**config.mk**
```make
export PLATFORM = sky130hd
export DESIGN_NAME = elc_isqrt
export DESIGN_NICKNAME = d
export VERILOG_FILES = /design/src/sv/elc_pkg.sv /design/src/sv/elc_isqrt.sv
export SDC_FILE = /design/constraint.sdc
export NUM_CORES = 2
export LEC_CHECK = 0
export BUFFER_PORTS_ARGS = -buffer_cell sky130_fd_sc_hd__buf_2
export CORE_MARGIN = 4
export CORE_UTILIZATION = 25
export CTS_CLUSTER_DIAMETER = 60
export CTS_CLUSTER_SIZE = 28
export DETAILED_ROUTE_END_ITERATION = 12
export PLACE_DENSITY = 0.39
export REMOVE_ABC_BUFFERS = 1
export SLEW_MARGIN = 20
export SYNTH_ARGS = -nofsm -noshare
export SYNTH_HDL_FRONTEND = slang
export SYNTH_MEMORY_MAX_BITS = 65536
export SYNTH_SLANG_ARGS = --single-unit
```
**constraint.sdc**
```tcl
create_clock -name i_clk -period 3.6 [get_ports i_clk]
set_input_delay 0.18 -clock i_clk [delete_from_list [all_inputs] [get_ports i_clk]]
set_output_delay 0.18 -clock i_clk [all_outputs]
set_load 0.01 [all_outputs]
```
**src/sv/elc_pkg.sv**
```systemverilog
// ----------------------------------------------------------------------------
// elc_pkg: shared constants, types and table functions
// Holds the fixed-point constants of the lune coordinate datapath, the
// arctangent table generator and the structs passed between the stages.
// ----------------------------------------------------------------------------
package elc_pkg;

    localparam logic [63:0] PI_Q60         = 64'h3243F6A8885A308D;
    localparam int          NORM_BITS      = 29;
    localparam int          ISQRT_STEPS    = 32;
    localparam int          CORDIC_STEPS   = 48;
    localparam int          CORDIC_PRESHIFT = 24;
    localparam logic [63:0] DEG_DEN        = PI_Q60 >> 14;
    localparam int          REM_W          = 49;
    localparam int          LAT_W          = 24;
    localparam int          LON_W          = 22;
    localparam int          OUT_TDATA_W    = 48;
    localparam int          LAT_LIMIT      = 90;
    localparam int          LON_LIMIT      = 30;

    typedef struct packed {
        logic [63:0]        rad_lat;
        logic [63:0]        rad_lon;
        logic signed [31:0] y_lat;
        logic signed [31:0] y_lon;
        logic               degenerate;
        logic               lon_zero;
    } t_geom;

    typedef struct packed {
        logic [LAT_W-1:0] lat;
        logic [LON_W-1:0] lon;
        logic             degenerate;
    } t_result;

    function automatic logic [63:0] long_div(input logic [63:0] num, input logic [63:0] den);
        logic [63:0] q;
        logic [64:0] rem;
        q   = '0;
        rem = '0;
        for (int b = 63; b >= 0; b--) begin
            rem = {rem[63:0], num[b]};
            if (rem >= {1'b0, den}) begin
                rem  = rem - {1'b0, den};
                q[b] = 1'b1;
            end
        end
        return q;
    endfunction

    // atan(2^-idx) in radians with 48 fraction bits.
    function automatic logic [63:0] atan_q48(input int idx);
        logic [63:0] sum;
        logic [63:0] term;
        sum  = '0;
        term = '0;
        if (idx == 0) begin
            return (PI_Q60 + 64'd8192) >> 14;
        end
        for (int k = 0; k < 32; k++) begin
            if (idx * (2 * k + 1) <= 62) begin
                term = long_div(64'd1 << (62 - idx * (2 * k + 1)), 64'(2 * k + 1));
                if ((k & 1) != 0) begin
                    sum = sum - term;
                end else begin
                    sum = sum + term;
                end
            end
        end
        return (sum + 64'd8192) >> 14;
    endfunction

endpackage

```
**src/sv/elc_isqrt.sv**
```systemverilog
// ----------------------------------------------------------------------------
// elc_isqrt: pipelined integer square root
// Floor of the square root of a 64-bit value, one result bit per stage.
// ----------------------------------------------------------------------------
module elc_isqrt #(
    parameter int TAG_W = 1
) (
    input  logic             i_clk,
    input  logic             i_rst_n,
    input  logic             i_ce,
    input  logic             i_valid,
    input  logic [63:0]      i_radicand,
    input  logic [TAG_W-1:0] i_tag,
    output logic             o_valid,
    output logic [31:0]      o_root,
    output logic [TAG_W-1:0] o_tag
);

    localparam int STEPS = elc_pkg::ISQRT_STEPS;

    logic             r_valid [0:STEPS-1];
    logic [63:0]      r_rem   [0:STEPS-1];
    logic [63:0]      r_root  [0:STEPS-1];
    logic [TAG_W-1:0] r_tag   [0:STEPS-1];

    genvar j;
    generate
        for (j = 0; j < STEPS; j++) begin : g_step
            localparam logic [63:0] BIT = 64'd1 << (62 - 2 * j);
            logic             v_in;
            logic [63:0]      rem_in;
            logic [63:0]      root_in;
            logic [63:0]      trial;
            logic [TAG_W-1:0] tag_in;
            if (j == 0) begin : g_first
                assign v_in    = i_valid;
                assign rem_in  = i_radicand;
                assign root_in = '0;
                assign tag_in  = i_tag;
            end else begin : g_next
                assign v_in    = r_valid[j-1];
                assign rem_in  = r_rem[j-1];
                assign root_in = r_root[j-1];
                assign tag_in  = r_tag[j-1];
            end
            assign trial = root_in + BIT;

            always_ff @(posedge i_clk) begin
                if (!i_rst_n) begin
                    r_valid[j] <= 1'b0;
                end else if (i_ce) begin
                    r_valid[j] <= v_in;
                end
            end

            always_ff @(posedge i_clk) begin
                if (i_ce) begin
                    if (rem_in >= trial) begin
                        r_rem[j]  <= rem_in - trial;
                        r_root[j] <= (root_in >> 1) + BIT;
                    end else begin
                        r_rem[j]  <= rem_in;
                        r_root[j] <= root_in >> 1;
                    end
                    r_tag[j] <= tag_in;
                end
            end
        end
    endgenerate

    assign o_valid = r_valid[STEPS-1];
    assign o_root  = r_root[STEPS-1][31:0];
    assign o_tag   = r_tag[STEPS-1];

endmodule

```
# --- Yosys cells after proc, flatten, opt, wreduce, memory -nomap -nowiden ---
# Memories as Yosys holds them, arrays and structs flattened.
# Cells that the tools add are included.
totals:
  register_bits: 0
  ramBits: 4160
  input_bits: 69
  wordCells: 519
  memories: 4
mem_list:
  columns: ["name", "depth", "word_bits", "rd", "rd_clocked_by_memory_dff", "wr", "line_no", "source"]
  rows:
  - ["r_rem", 32, 64, 31, 0, 32, "elc_isqrt.sv:22", "logic [63:0] r_rem [0:STEPS-1];"]
  - ["r_root", 32, 64, 32, 0, 32, "elc_isqrt.sv:23", "logic [63:0] r_root [0:STEPS-1];"]
  - ["r_tag", 32, 1, 32, 0, 32, "elc_isqrt.sv:24", "logic [TAG_W-1:0] r_tag [0:STEPS-1];"]
  - ["r_valid", 32, 1, 32, 0, 32, "elc_isqrt.sv:21", "logic r_valid [0:STEPS-1];"]
classes:
  add_sub_neg: 94
  n_lt_le_gt_ge: 32
  mux: 293
  bitwise_logic: 96
op_table:
  columns: ["op", "count"]
  rows:
  - ["64-bit two-way mux", 64]
  - ["64-bit greater-or-equal comparator", 31]
  - ["64-bit subtractor", 31]
  - ["1-bit two-way mux", 229]
  - ["1-bit bitwise OR", 96]
  - ["63-bit by 1-bit adder with 64-bit output, second input constant", 1]
  - ["63-bit by 11-bit adder with 64-bit output, second input constant", 1]
  - ["63-bit by 13-bit adder with 64-bit output, second input constant", 1]
  - ["63-bit by 15-bit adder with 64-bit output, second input constant", 1]
  - ["63-bit by 17-bit adder with 64-bit output, second input constant", 1]
  - ["63-bit by 19-bit adder with 64-bit output, second input constant", 1]
  - ["63-bit by 21-bit adder with 64-bit output, second input constant", 1]
  - ["63-bit by 23-bit adder with 64-bit output, second input constant", 1]
  - ["63-bit by 25-bit adder with 64-bit output, second input constant", 1]
  - ["63-bit by 27-bit adder with 64-bit output, second input constant", 1]
  - ["63-bit by 29-bit adder with 64-bit output, second input constant", 1]
  - ["63-bit by 3-bit adder with 64-bit output, second input constant", 1]
  - ["63-bit by 31-bit adder with 64-bit output, second input constant", 1]
  - ["63-bit by 33-bit adder with 64-bit output, second input constant", 1]
  - ["63-bit by 35-bit adder with 64-bit output, second input constant", 1]
  - ["63-bit by 37-bit adder with 64-bit output, second input constant", 1]
  - ["63-bit by 39-bit adder with 64-bit output, second input constant", 1]
  - ["63-bit by 41-bit adder with 64-bit output, second input constant", 1]
  - ["63-bit by 43-bit adder with 64-bit output, second input constant", 1]
  - ["45 further kinds", 45]

# --- Logic depth before layout (Yosys ltp) ---
# An unclocked memory read counts as a cell.
logic_depth:
  ltp_word: 7
  mapped_depth: 15

# --- Worst setup path after synthesis ---
# OpenSTA, ideal clock, no wires.
synth_path:
  path_type: "in2reg"
  start: "input port i_ce"
  end: "memory r_rem[30][0], in the netlist r_rem[1][896], enable pin"
  setup_time_ns: 0.487
  t_arrival_ns: 3.324
  required_ns: 3.113
  slack_ns: -0.211
  stages: 3
  path_buffers: 3
  path_cell_list: "clkbuf_1 clkbuf_1 clkbuf_1"
synth_lines:
  columns: ["element", "line_no", "source"]
  rows:
  - ["start: declaration", "elc_isqrt.sv:10", "input logic i_ce,"]
  - ["end: declaration", "elc_isqrt.sv:22", null]

==> reports/results.ini <==
[run_status]
outcome=finished clean

[power]
p_leak_nw=57.32
ir_drop_mv=0.4071
powerDensity_nw_per_um2=618.7
p_total_w=0.09492

[sta]
skew_ns=0.08727
setup_slack_ns=0.05162
max_clock_freq_ghz=0.2818
fin_crit_sh_pct=98.57
hold_violations=0
min_period_ns=3.548
setup_tns_ns=0
worst_pin_slew_ns=0.9783
rsz0062_at_grt=yes
setup_viol=0
final-max-slew-violation-count=0
slew_headroom_pct=34.78

[yosys]
synth_top_cell_area_share_pct=61.99
synth_seq_area_share_pct=62.00
synth_warnings=0
synthArstFlopShare_pct=0
synth_area_leader_cell=edfxtp_1
syn_inst=10050
syn_area_um2=124700
synthFlopType=edfxtp_1
synth_edf_count=2575
synth.area.top_cells=edfxtp_1, ha_1, xnor2_1, xor2_1, nand2_1
avgSynthCellArea_um2=12.42
synth_cell_types=100
ys_seq_elements=2576

[placement]
dp_worst_setup_slack_ns=-0.5886
io_buffers=102
dp.cells=17540
globalplace.congestion=0.8912
dp_hpwl_um=306600

[floorplan]
coreArea_um2=497400
start_util_pct=25.08
die_area_um2=510300
die_h_um=714.4
die_w_um=714.4
rows=259
ioPinCount=103

[worst_setup_path]
path_class=reg2reg
cp_max_fo=13
critPathLaunchType=flip-flop
worstPathRequired_ns=4.23
critPathCaptureType=flip-flop
worstPathArrival_ns=4.17

[min_path]
hold_path.class=in2reg

[cts]
clock_latency_ns=0.97
cts_num_sinks=2576
path_clk_slew_ns=0.08
cts_tree=built
clock_path_buffers=4
cts_root_buf=clkbuf_16
cts-htree-levels=5
cts_buffers=280

[detailed_routing]
ant_nets=0
drtPass1Iterations=6
wl_per_cell_um=21.63
vias=83960
post-route-drc-count=0
vias_per_cell=4.606
finalWirelength_um=394200
drt_first_iter_violations=5023

[layout]
fill_cells=49870
syn2layout_area_growth_pct=23.00
final_common_cell=edfxtp_1
fin_cells=18230
nNetsFinal=11980
mostFrequentLayoutCells=edfxtp_1, buf_4, nand2_1
drive_gt1_share_pct=16.98

[global_routing]
grt_usage_pct=15.01
grt_max_degree=176
overflow=0
grt_pass1_vias=86910
grt_antenna_before_repair=6
grt_pass1_wl_um=579900

[run]
maxCapViolCount=0

==> metrics by stage <==
| step | hold WS [ns] | utilization [%] | area [um^2] |
|---|---|---|---|
| after floorplan | 0.2789 | - | 123700 |
| after global placement | 0.3747 | 28.25 | 140500 |
| after detailed placement | 0.3753 | 28.25 | 140500 |
| after CTS | 0.04953 | 30.58 | 152100 |
| after global routing | 0.1375 | 30.85 | 153400 |
| final | 0.1550 | 30.85 | 153400 |
==> Yosys cell counts (31+ instances only) <==
master / instances
nor2b_1: 72
o21a_1: 120
ha_1: 558
o31ai_1: 37
nor4b_1: 55
or3_1: 100
or2_2: 40
o21bai_1: 54
nand4_1: 165
and2_1: 40
nor2_1: 592
o211ai_1: 37
a31oi_1: 49
a21o_1: 232
nand3_1: 177
xor2_1: 406
mux2_2: 68
a211oi_1: 56
nand4b_1: 31
or4_1: 84
a21oi_1: 532
nand2_1: 758
nor3_1: 263
and3_1: 76
and4_1: 31
nand2b_1: 111
o21ai_0: 521
nor4_1: 373
inv_1: 707
edfxtp_1: 2575
nand3b_1: 33
xnor2_1: 488
clkbuf_1: 206
==> registers in the layout (all words and copies together) (netlist names) <==
name     flops
r_valid     32
r_tag       32
r_root     528
r_rem     1984
==> cell families after synthesis <==
| logic type | count (synthesis) | share of synthesized area, % |
|---|---|---|
| XOR/XNOR | 894 | 6.277 |
| flip-flops | 2576 | 62.00 |
| AND/OR/NAND/NOR | 3087 | 12.89 |
| AO/OA/AOI/OAI | 1895 | 9.579 |
| buffers and inverters | 957 | 2.949 |
| adder cells (fa/ha/maj) | 558 | 5.597 |
| multiplexers | 79 | 0.7021 |
==> layout make-up <==
type	count	area (um^2)	area share (%)
flip-flops and latches	2576	77340	50.41
multi-input cells	6513	45000	29.33
repair buffers	1268	10260	6.684
well taps	6655	8327	5.427
clock buffers	294	7144	4.656
clock inverters	214	2698	1.758
inverters	709	2661	1.734
diodes	1	2.502	0.001631
==> layer usage <==
| metal | GRT usage, % | part of all wire (%) |
|---|---|---|
| met1 | 16.57 | 39 |
| met2 | 29.39 | 54 |
| met3 | 1.576 | 3.0 |
| met4 | 5.335 | 4.1 |
| met5 | 0 | 0 |
==> critical path: stages (launching register included) <==
cell	delay [ns]
edfxtp_1	0.40
ha_1	0.39
o211ai_1	0.19
a211oi_1	0.44
o21ai_2	0.20
a2111oi_1	0.46
buf_4	0.22
a21oi_2	0.06
o21bai_1	0.24
a41o_4	0.40
nor3b_1	0.10
xor2_1	0.16
==> report_power, final <==
part	switching, W	internal (W)	total (W)	leakage [nW]
clock network	0.0143	0.0164	0.0307	4.74
registers	0.00338	0.0380	0.0414	24.8
logic	0.0129	0.00993	0.0229	27.7
==> what timing repair did <==
action | CTS | global route
gates resized for setup | 70 | 198
buffers inserted | 9 | 38
gates cloned | 0 | 5
hold endpoints to repair | 205 | 0
setup endpoints to repair | 319 | 358
hold buffers | 133 | 0
pin swaps | 7 | 39
==> final timing paths <==
path / start / to / slack (ns) / depth (start not counted)
setup / recovery: r_rem[1][713] / r_rem[1][809] / 0.05 / 11
hold / removal: i_radicand[63] / r_rem[0][63] / 0.16 / 4
setup reg to reg: r_rem[1][713] / r_rem[1][809] / 0.05 / 11
hold reg to reg: r_tag[0][15] / r_tag[1][0] / 0.41 / 0
Note: power is estimated with default switching activity, not from simulation.
