**config.mk**
```make
export PLATFORM = sky130hd
export DESIGN_NAME = elc_degrees
export DESIGN_NICKNAME = d
export VERILOG_FILES = /design/src/sv/elc_pkg.sv /design/src/sv/elc_degrees.sv
export SDC_FILE = /design/constraint.sdc
export NUM_CORES = 2
export LEC_CHECK = 0
export ABC_AREA = 1
export BUFFER_PORTS_ARGS = -buffer_cell sky130_fd_sc_hd__buf_4
export CORE_MARGIN = 1
export CORE_UTILIZATION = 38
export DETAILED_ROUTE_END_ITERATION = 7
export GPL_ROUTABILITY_DRIVEN = 0
export PLACE_DENSITY = 0.64
export RECOVER_POWER = 25
export SETUP_SLACK_MARGIN = 0.4
export SLEW_MARGIN = 5
export SYNTH_ARGS = -nofsm -noshare
export SYNTH_HDL_FRONTEND = slang
export SYNTH_SLANG_ARGS = --single-unit
```
**constraint.sdc**
```tcl
create_clock -name i_clk -period 5.44 [get_ports i_clk]
set_input_delay 1.088 -clock i_clk [delete_from_list [all_inputs] [get_ports i_clk]]
set_output_delay 1.088 -clock i_clk [all_outputs]
set_load 0.005 [all_outputs]
```
**src/sv/elc_pkg.sv**
```systemverilog
// ----------------------------------------------------------------------------
// elc_pkg: shared constants, types and table functions
// Holds the fixed-point constants of the lune coordinate datapath, the
// arctangent table generator and the structs passed between the stages.
// ----------------------------------------------------------------------------
package elc_pkg;

    localparam logic [63:0] PI_Q60         = 64'h3243F6A8885A308D;
    localparam int          NORM_BITS      = 29;
    localparam int          ISQRT_STEPS    = 32;
    localparam int          CORDIC_STEPS   = 48;
    localparam int          CORDIC_PRESHIFT = 24;
    localparam logic [63:0] DEG_DEN        = PI_Q60 >> 14;
    localparam int          REM_W          = 49;
    localparam int          LAT_W          = 24;
    localparam int          LON_W          = 22;
    localparam int          OUT_TDATA_W    = 48;
    localparam int          LAT_LIMIT      = 90;
    localparam int          LON_LIMIT      = 30;

    typedef struct packed {
        logic [63:0]        rad_lat;
        logic [63:0]        rad_lon;
        logic signed [31:0] y_lat;
        logic signed [31:0] y_lon;
        logic               degenerate;
        logic               lon_zero;
    } t_geom;

    typedef struct packed {
        logic [LAT_W-1:0] lat;
        logic [LON_W-1:0] lon;
        logic             degenerate;
    } t_result;

    function automatic logic [63:0] long_div(input logic [63:0] num, input logic [63:0] den);
        logic [63:0] q;
        logic [64:0] rem;
        q   = '0;
        rem = '0;
        for (int b = 63; b >= 0; b--) begin
            rem = {rem[63:0], num[b]};
            if (rem >= {1'b0, den}) begin
                rem  = rem - {1'b0, den};
                q[b] = 1'b1;
            end
        end
        return q;
    endfunction

    // atan(2^-idx) in radians with 48 fraction bits.
    function automatic logic [63:0] atan_q48(input int idx);
        logic [63:0] sum;
        logic [63:0] term;
        sum  = '0;
        term = '0;
        if (idx == 0) begin
            return (PI_Q60 + 64'd8192) >> 14;
        end
        for (int k = 0; k < 32; k++) begin
            if (idx * (2 * k + 1) <= 62) begin
                term = long_div(64'd1 << (62 - idx * (2 * k + 1)), 64'(2 * k + 1));
                if ((k & 1) != 0) begin
                    sum = sum - term;
                end else begin
                    sum = sum + term;
                end
            end
        end
        return (sum + 64'd8192) >> 14;
    endfunction

endpackage

```
**src/sv/elc_degrees.sv**
```systemverilog
// ----------------------------------------------------------------------------
// elc_degrees: radians to rounded fixed-point degrees
// Multiplies by 45, divides by pi one quotient bit per stage, then rounds
// half up, saturates at the limit and restores the sign.
// ----------------------------------------------------------------------------
module elc_degrees #(
    parameter int FRAC_BITS = 16,
    parameter int LIMIT_DEG = 90,
    parameter int TAG_W     = 1
) (
    input  logic                      i_clk,
    input  logic                      i_rst_n,
    input  logic                      i_ce,
    input  logic                      i_valid,
    input  logic [63:0]               i_angle,
    input  logic                      i_neg,
    input  logic [TAG_W-1:0]          i_tag,
    output logic                      o_valid,
    output logic signed [FRAC_BITS+9:0] o_deg,
    output logic [TAG_W-1:0]          o_tag
);

    localparam int QW    = FRAC_BITS + 9;
    localparam int REM_W = elc_pkg::REM_W;
    localparam logic [REM_W-1:0] DEN = elc_pkg::DEG_DEN[REM_W-1:0];
    localparam logic [QW-1:0]    LIM = QW'(LIMIT_DEG) << FRAC_BITS;

    logic             r_e_valid;
    logic [REM_W-1:0] r_e_rem;
    logic [QW-1:0]    r_e_low;
    logic             r_e_neg;
    logic [TAG_W-1:0] r_e_tag;

    logic             r_valid [0:QW-1];
    logic [REM_W-1:0] r_rem   [0:QW-1];
    logic [QW-1:0]    r_low   [0:QW-1];
    logic [QW-1:0]    r_q     [0:QW-1];
    logic             r_neg   [0:QW-1];
    logic [TAG_W-1:0] r_tag   [0:QW-1];

    logic                  r_f_valid;
    logic signed [QW:0]    r_f_deg;
    logic [TAG_W-1:0]      r_f_tag;

    logic [63:0]   w_num;
    logic [QW:0]   w_round;
    logic [QW-1:0] w_res;

    assign w_num = (i_angle << 5) + (i_angle << 3) + (i_angle << 2) + i_angle;

    always_ff @(posedge i_clk) begin
        if (!i_rst_n) begin
            r_e_valid <= 1'b0;
        end else if (i_ce) begin
            r_e_valid <= i_valid;
        end
    end

    always_ff @(posedge i_clk) begin
        if (i_ce) begin
            r_e_rem <= w_num[REM_W+7:8];
            r_e_low <= {w_num[7:0], {(FRAC_BITS + 1){1'b0}}};
            r_e_neg <= i_neg;
            r_e_tag <= i_tag;
        end
    end

    genvar j;
    generate
        for (j = 0; j < QW; j++) begin : g_step
            logic             v_in, neg_in;
            logic [REM_W-1:0] rem_in, rem_sh;
            logic [QW-1:0]    low_in, q_in;
            logic [TAG_W-1:0] tag_in;
            if (j == 0) begin : g_first
                assign v_in   = r_e_valid;
                assign rem_in = r_e_rem;
                assign low_in = r_e_low;
                assign q_in   = '0;
                assign neg_in = r_e_neg;
                assign tag_in = r_e_tag;
            end else begin : g_next
                assign v_in   = r_valid[j-1];
                assign rem_in = r_rem[j-1];
                assign low_in = r_low[j-1];
                assign q_in   = r_q[j-1];
                assign neg_in = r_neg[j-1];
                assign tag_in = r_tag[j-1];
            end
            assign rem_sh = {rem_in[REM_W-2:0], low_in[QW-1]};

            always_ff @(posedge i_clk) begin
                if (!i_rst_n) begin
                    r_valid[j] <= 1'b0;
                end else if (i_ce) begin
                    r_valid[j] <= v_in;
                end
            end

            always_ff @(posedge i_clk) begin
                if (i_ce) begin
                    if (rem_sh >= DEN) begin
                        r_rem[j] <= rem_sh - DEN;
                        r_q[j]   <= {q_in[QW-2:0], 1'b1};
                    end else begin
                        r_rem[j] <= rem_sh;
                        r_q[j]   <= {q_in[QW-2:0], 1'b0};
                    end
                    r_low[j] <= low_in << 1;
                    r_neg[j] <= neg_in;
                    r_tag[j] <= tag_in;
                end
            end
        end
    endgenerate

    always_comb begin
        w_round = (QW + 1)'(r_q[QW-1]) + 1'b1;
        w_res   = w_round[QW:1];
        if (w_res > LIM) begin
            w_res = LIM;
        end
    end

    always_ff @(posedge i_clk) begin
        if (!i_rst_n) begin
            r_f_valid <= 1'b0;
        end else if (i_ce) begin
            r_f_valid <= r_valid[QW-1];
        end
    end

    always_ff @(posedge i_clk) begin
        if (i_ce) begin
            r_f_deg <= r_neg[QW-1] ? -$signed({1'b0, w_res}) : $signed({1'b0, w_res});
            r_f_tag <= r_tag[QW-1];
        end
    end

    assign o_valid = r_f_valid;
    assign o_deg   = r_f_deg;
    assign o_tag   = r_f_tag;

endmodule

```
# After elaboration in Yosys (flattened, before gate mapping)
# Memories as Yosys holds them, arrays and structs flattened. A register that Yosys moved wholly into a read port is not among the register bits.
# Index checks and enable logic that the tools add are counted.
# Widths: inputs -> output; s select.
# op_classes
add_sub_neg	30
n_mul	0
n_div	0
n_lt_le_gt_ge	26
n_eq_ne	0
n_shift	0
n_mux	232
bitwise	75
n_reduce_logical	1
# op_table
cell	count
$ge 49x48->1 const B	25
$mux 49	25
$sub 49x48->49 const B	25
$mux 25	27
$mux 1	180
$add 56x56->56	3
$or 1x1->1	75
$add 25x1->26 const B	1
$neg 25->26	1
$gt 25x23->1 const B	1
$logic_not 1->1	1
# totals
ff_bits	85
latch_bits	0
ramBits	2525
mem_bits_ro	0
input_bits	70
out_inout_bits	28
word_cells	377
memories	6
# mem_list
name	depth	width	read_ports	rd_ports_with_merged_regs	write_ports	line_no	source
r_rem	25	49	24	0	25	elc_degrees.sv:35	logic [REM_W-1:0] r_rem [0:QW-1];
r_q	25	25	25	0	25	elc_degrees.sv:37	logic [QW-1:0] r_q [0:QW-1];
r_low	25	24	24	0	25	elc_degrees.sv:36	logic [QW-1:0] r_low [0:QW-1];
r_neg	25	1	25	0	25	elc_degrees.sv:38	logic r_neg [0:QW-1];
r_tag	25	1	25	1	25	elc_degrees.sv:39	logic [TAG_W-1:0] r_tag [0:QW-1];
r_valid	25	1	25	1	25	elc_degrees.sv:34	logic r_valid [0:QW-1];

# Depth between registers and ports, before layout
# An unclocked memory read counts as a cell.
# depth
depth_word	6
mapped_depth	23
ltp_nobuf	22

# Worst setup path after synthesis
# Ideal clock, no wire load.
# synth_path
path_type	input to register
start	input i_angle[0]
end	register r_e_rem[20], in the netlist g_step[0].rem_in[20] (data pin)
setup_time_ns	0.260
arrival_time_ns	4.177
required_time_ns	5.180
setup_slack_ns	1.003
cell_stages	16
n_path_buf	0
cell_sequence	inv_1 fa_1 inv_1 fa_1 fa_1 nand3_1 nand2_1 a21oi_1 o21ai_1 a21oi_1 o21ai_1 a21boi_0 o21ai_0 nand2_1 nand2_1 xor2_1
# synth_between
elab_chain_len	3
# synth_rtl
element	line_no	source
start: declaration	elc_degrees.sv:15	input logic [63:0] i_angle,
$add 56x56->56 (2 in a row)	elc_degrees.sv:49	assign w_num = (i_angle << 5) + (i_angle << 3) + (i_angle << 2) + i_angle;
$add 56x56->56 *	elc_degrees.sv:49	
net w_num[28]	elc_degrees.sv:45	logic [63:0] w_num;
end signal: assignment	elc_degrees.sv:61	r_e_rem <= w_num[REM_W+7:8];
end: declaration	elc_degrees.sv:29	logic [REM_W-1:0] r_e_rem;
# Mark *: on every way through the listed nets, which the timed path passes. The rest lies on a longest branch.
# A chain may end at the register's enable or synchronous reset.

==> results.yml <==
setup_path:
  regToRegStartpoint: "r_rem[0][116]"
  required_ns: 5.88
  critical_path_depth: 4
  timing.critical_path.to_type: "register"
  crit_slowest_cell: "sky130_fd_sc_hd__clkbuf_2"
  critical_path.cell_chain: "buf_16 > clkbuf_2 > buf_4 > buf_4"
  worstSetupStartpointType: "input pin"
  setup.worst_path.class: "in -> reg"
  critical_path.max_stage_delay_ns: 1.76
  critPathMostFrequentCell: "sky130_fd_sc_hd__buf_4"
  path_max_fanout: 92
  reg2regPathDepth: 14
  cp_data_arrival_time_ns: 4.72
  worst_setup_path_endpoint: "r_rem[0][121]"
  critPathLaunch: "i_ce"
  cp_num_buf_inv: 4
  timing.rr.end: "r_rem[0][179]"
  path_delay_family: "buffers and inverters"
  regToRegSetupSlack_ns: 1.62
sta:
  setup-tns-final_ns: 0
  relative_max_transition_margin_pct: -72.8
  postLayoutSetupSlackWorst_ns: 1.17
  rsz0062_at_grt: "no"
  setup-violations-final: 0
  period_minus_slack_ns: 4.27
  holdWs_ns: 0.406
  worst_pin_slew_ns: 2.59
  final_max_slew_viol_count: 339
  fmaxAchievable_mhz: 234
  clock-skew-final_ns: 0.0836
  finalHoldViolations: 0
  final.period_utilization_pct: 78.5
clock_network:
  cts-buffers-inserted: 179
  cts_root_buffer: "sky130_fd_sc_hd__clkbuf_16"
  cts_resized: 0
  cts.htree.levels: 4
  tritoncts: "yes"
  worst_skew_pair.late_latency_ns: 0.86
  clk_pin_slew_worst_paths_ns: 0.06
  clock-sinks: 1622
  clockBufferDepth: 3
  post_cts_buffers: 0
  hold_buffers: 0
logic_synthesis:
  synth.most_common_cell: "sky130_fd_sc_hd__nand2_1"
  portion_of_the_post_synthesis_area_used_by_sequential_elements_pct: 51.5
  yosysTopAreaCell: "sky130_fd_sc_hd__edfxtp_1"
  ys_async_rst_share_pct: 0
  synthTopCellsByArea: "sky130_fd_sc_hd__edfxtp_1 (51%), sky130_fd_sc_hd__nand2_1 (8.3%), sky130_fd_sc_hd__xor2_1 (7.6%)"
  syn_area_per_cell_sq_um: 8.97
  synth_cells: 10500
  postSynthRegisterBits: 1622
  synth_enable_flop_cells: 1618
  synthTopCellsByCount: "sky130_fd_sc_hd__nand2_1 (2089), sky130_fd_sc_hd__edfxtp_1 (1618), sky130_fd_sc_hd__inv_1 (1562)"
  synth.cell_area_sq_um: 94500
  yosysWarnings: 0
  post-synth-top-area-fraction_pct: 51.4
  ys_dominant_reg_cell: "sky130_fd_sc_hd__edfxtp_1"
  syn_nets: 10800
  synthDistinctLibCells: 77
floorplan:
  core_area_sq_um: 247000
  die_y_um: 501
  chipWidth_um: 501
  initial_core_util_pct: 38.3
  ioPinCount: 98
  die-area_sq_um: 251000
  number_of_placement_rows: 182
power:
  total_leakage_power_nw: 43.1
  power_frac_clock_pct: 19.4
  power.switching_fraction_pct: 41.1
  peakVddDrop_v: 0.000399
  seqPwrFrac_pct: 41.0
  power.share.combinational_pct: 39.6
  power_density_nw_per_um2: 593
  intPower_mw: 36.7
  net_load_switching_power_mw: 25.6
min_path:
  hold_path.class: "reg -> reg"
global_routing:
  vias_in_the_first_global_route: 67400
  grt_overflow: 0
  largest_net_degree_at_the_start_of_global_routing: 171
  globalRouteMet1Util_pct: 18.7
  grt.total_usage_pct: 16.6
  grt_first_pass_wirelength_um: 340000
  grt-busiest-layer: "met2"
  gr-usage-met3_pct: 2.41
  grt_antenna_before_repair: 5
  grt_util_met2_pct: 30.6
place:
  place_inst: 13800
  place.port_buffers: 89
  dp_wirelength_um: 162000
  dpl_worst_slack_ns: 0.451
layout:
  nets: 11000
  multi_input_area_sq_um: 39200
  area_growth_pct: 11.1
  layout_cells_sized_above_1_pct: 4.64
  n_fill_cell: 24000
  ff_latch_area_sq_um: 48700
  fin_cells: 14200
run_status:
  violations_in_the_final_reports: "DRC, capacitance limit, slew limit"
  outcome: "finished with violations"
route:
  avgRoutedWirePerCell_um: 14.9
  ant_nets: 0
  drt_pre_antenna_iters: 8
  viasPerCell: 4.93
  dr.first_iter.drc_count: 4946
  drt_wirelength_um: 211000
  detailroute.via_count: 69800
  remaining_drc_errors: 1
flow_run:
  timing.max_cap.violations: 5
==> final cells by class <==
cell class              instances  share of cell area (%)
flip-flops and latches       1622                    46.3
well taps                    3312                    3.95
clock buffers                 206                    4.36
diodes                          1                 0.00238
inverters                    1575                    5.63
clock inverters               120                    1.30
multi-input cells            7178                    37.3
repair buffers                143                    1.10
==> metal layers <==
layer	vias up	share of wire, %
li1	35400	-
met1	32300	40
met2	1674	51
met3	501	4.4
met4	4	4.7
met5	-	0.015
==> stage by stage <==
step | cell area [sq um] | util [%] | power, mW
after detailed placement | 99100 | 40.2 | 50.3
after global routing | 105000 | 42.6 | 67.0
after global placement | 99100 | 40.2 | 50.0
final | 105000 | 42.6 | 62.3
after floorplan | 94500 | - | 43.1
after CTS | 105000 | 42.6 | 62.6
==> power by group through the flow <==
stage / sequential [mW] / combinational [mW] / clock [mW]
5_1_grt: 26.1 / 28.0 / 12.9
4_1_cts: 25.5 / 24.7 / 12.4
6_report: 25.5 / 24.6 / 12.1
2_1_floorplan: 24.1 / 19.0 / 0
3_5_place_dp: 25.7 / 24.6 / 0
3_3_place_gp: 25.7 / 24.3 / 0
==> flip-flops by register name, indices dropped and copies added (netlist names) <==
name,count
r_rem,1107
r_q,325
g_step.rem_in,48
r_low,28
o_deg,26
r_neg,25
r_tag,25
r_valid,25
g_step.low_in,8
g_step.neg_in,1
g_step.tag_in,1
g_step.v_in,1
o_tag,1
o_valid,1
==> layout by cell type (no fill, tap or decap), drive strengths merged, types with 132 or more instances in the layout <==
master	count
nand2	2113
inv	1586
xnor2	200
a21oi	529
buf	132
nand4	139
o21ai	478
clkbuf	217
xor2	820
nor2	1404
nor3	262
nand3	497
edfxtp	1618
==> cell families (layout without fill, tap and decap cells) <==
kind of cell | count (synthesis) | after routing | synth area share, %
buffers and inverters | 1739 | 2044 | 7.05
XOR/XNOR | 1020 | 1020 | 9.45
AND/OR/NAND/NOR | 4596 | 4596 | 20.4
AO/OA/AOI/OAI | 1377 | 1377 | 8.34
flip-flops | 1622 | 1622 | 51.5
other | 0 | 1 | 0
adder cells (fa/ha/maj) | 185 | 185 | 3.27
==> worst min-delay path by stage <==
stage          depth (start not counted)          from  slack [ns]                to
2_1_floorplan                          0     r_tag[24]        0.40             o_tag
3_3_place_gp                           0   r_q[0][153]        0.40       r_q[0][179]
3_5_place_dp                           0  r_low[0][93]        0.40     r_low[0][118]
4_1_cts                                1         i_tag        0.35  g_step[0].tag_in
5_1_grt                                1         i_tag        0.40  g_step[0].tag_in
6_report                               0   r_q[1][161]        0.41       r_q[1][187]
(Power assumes the default switching activity.)
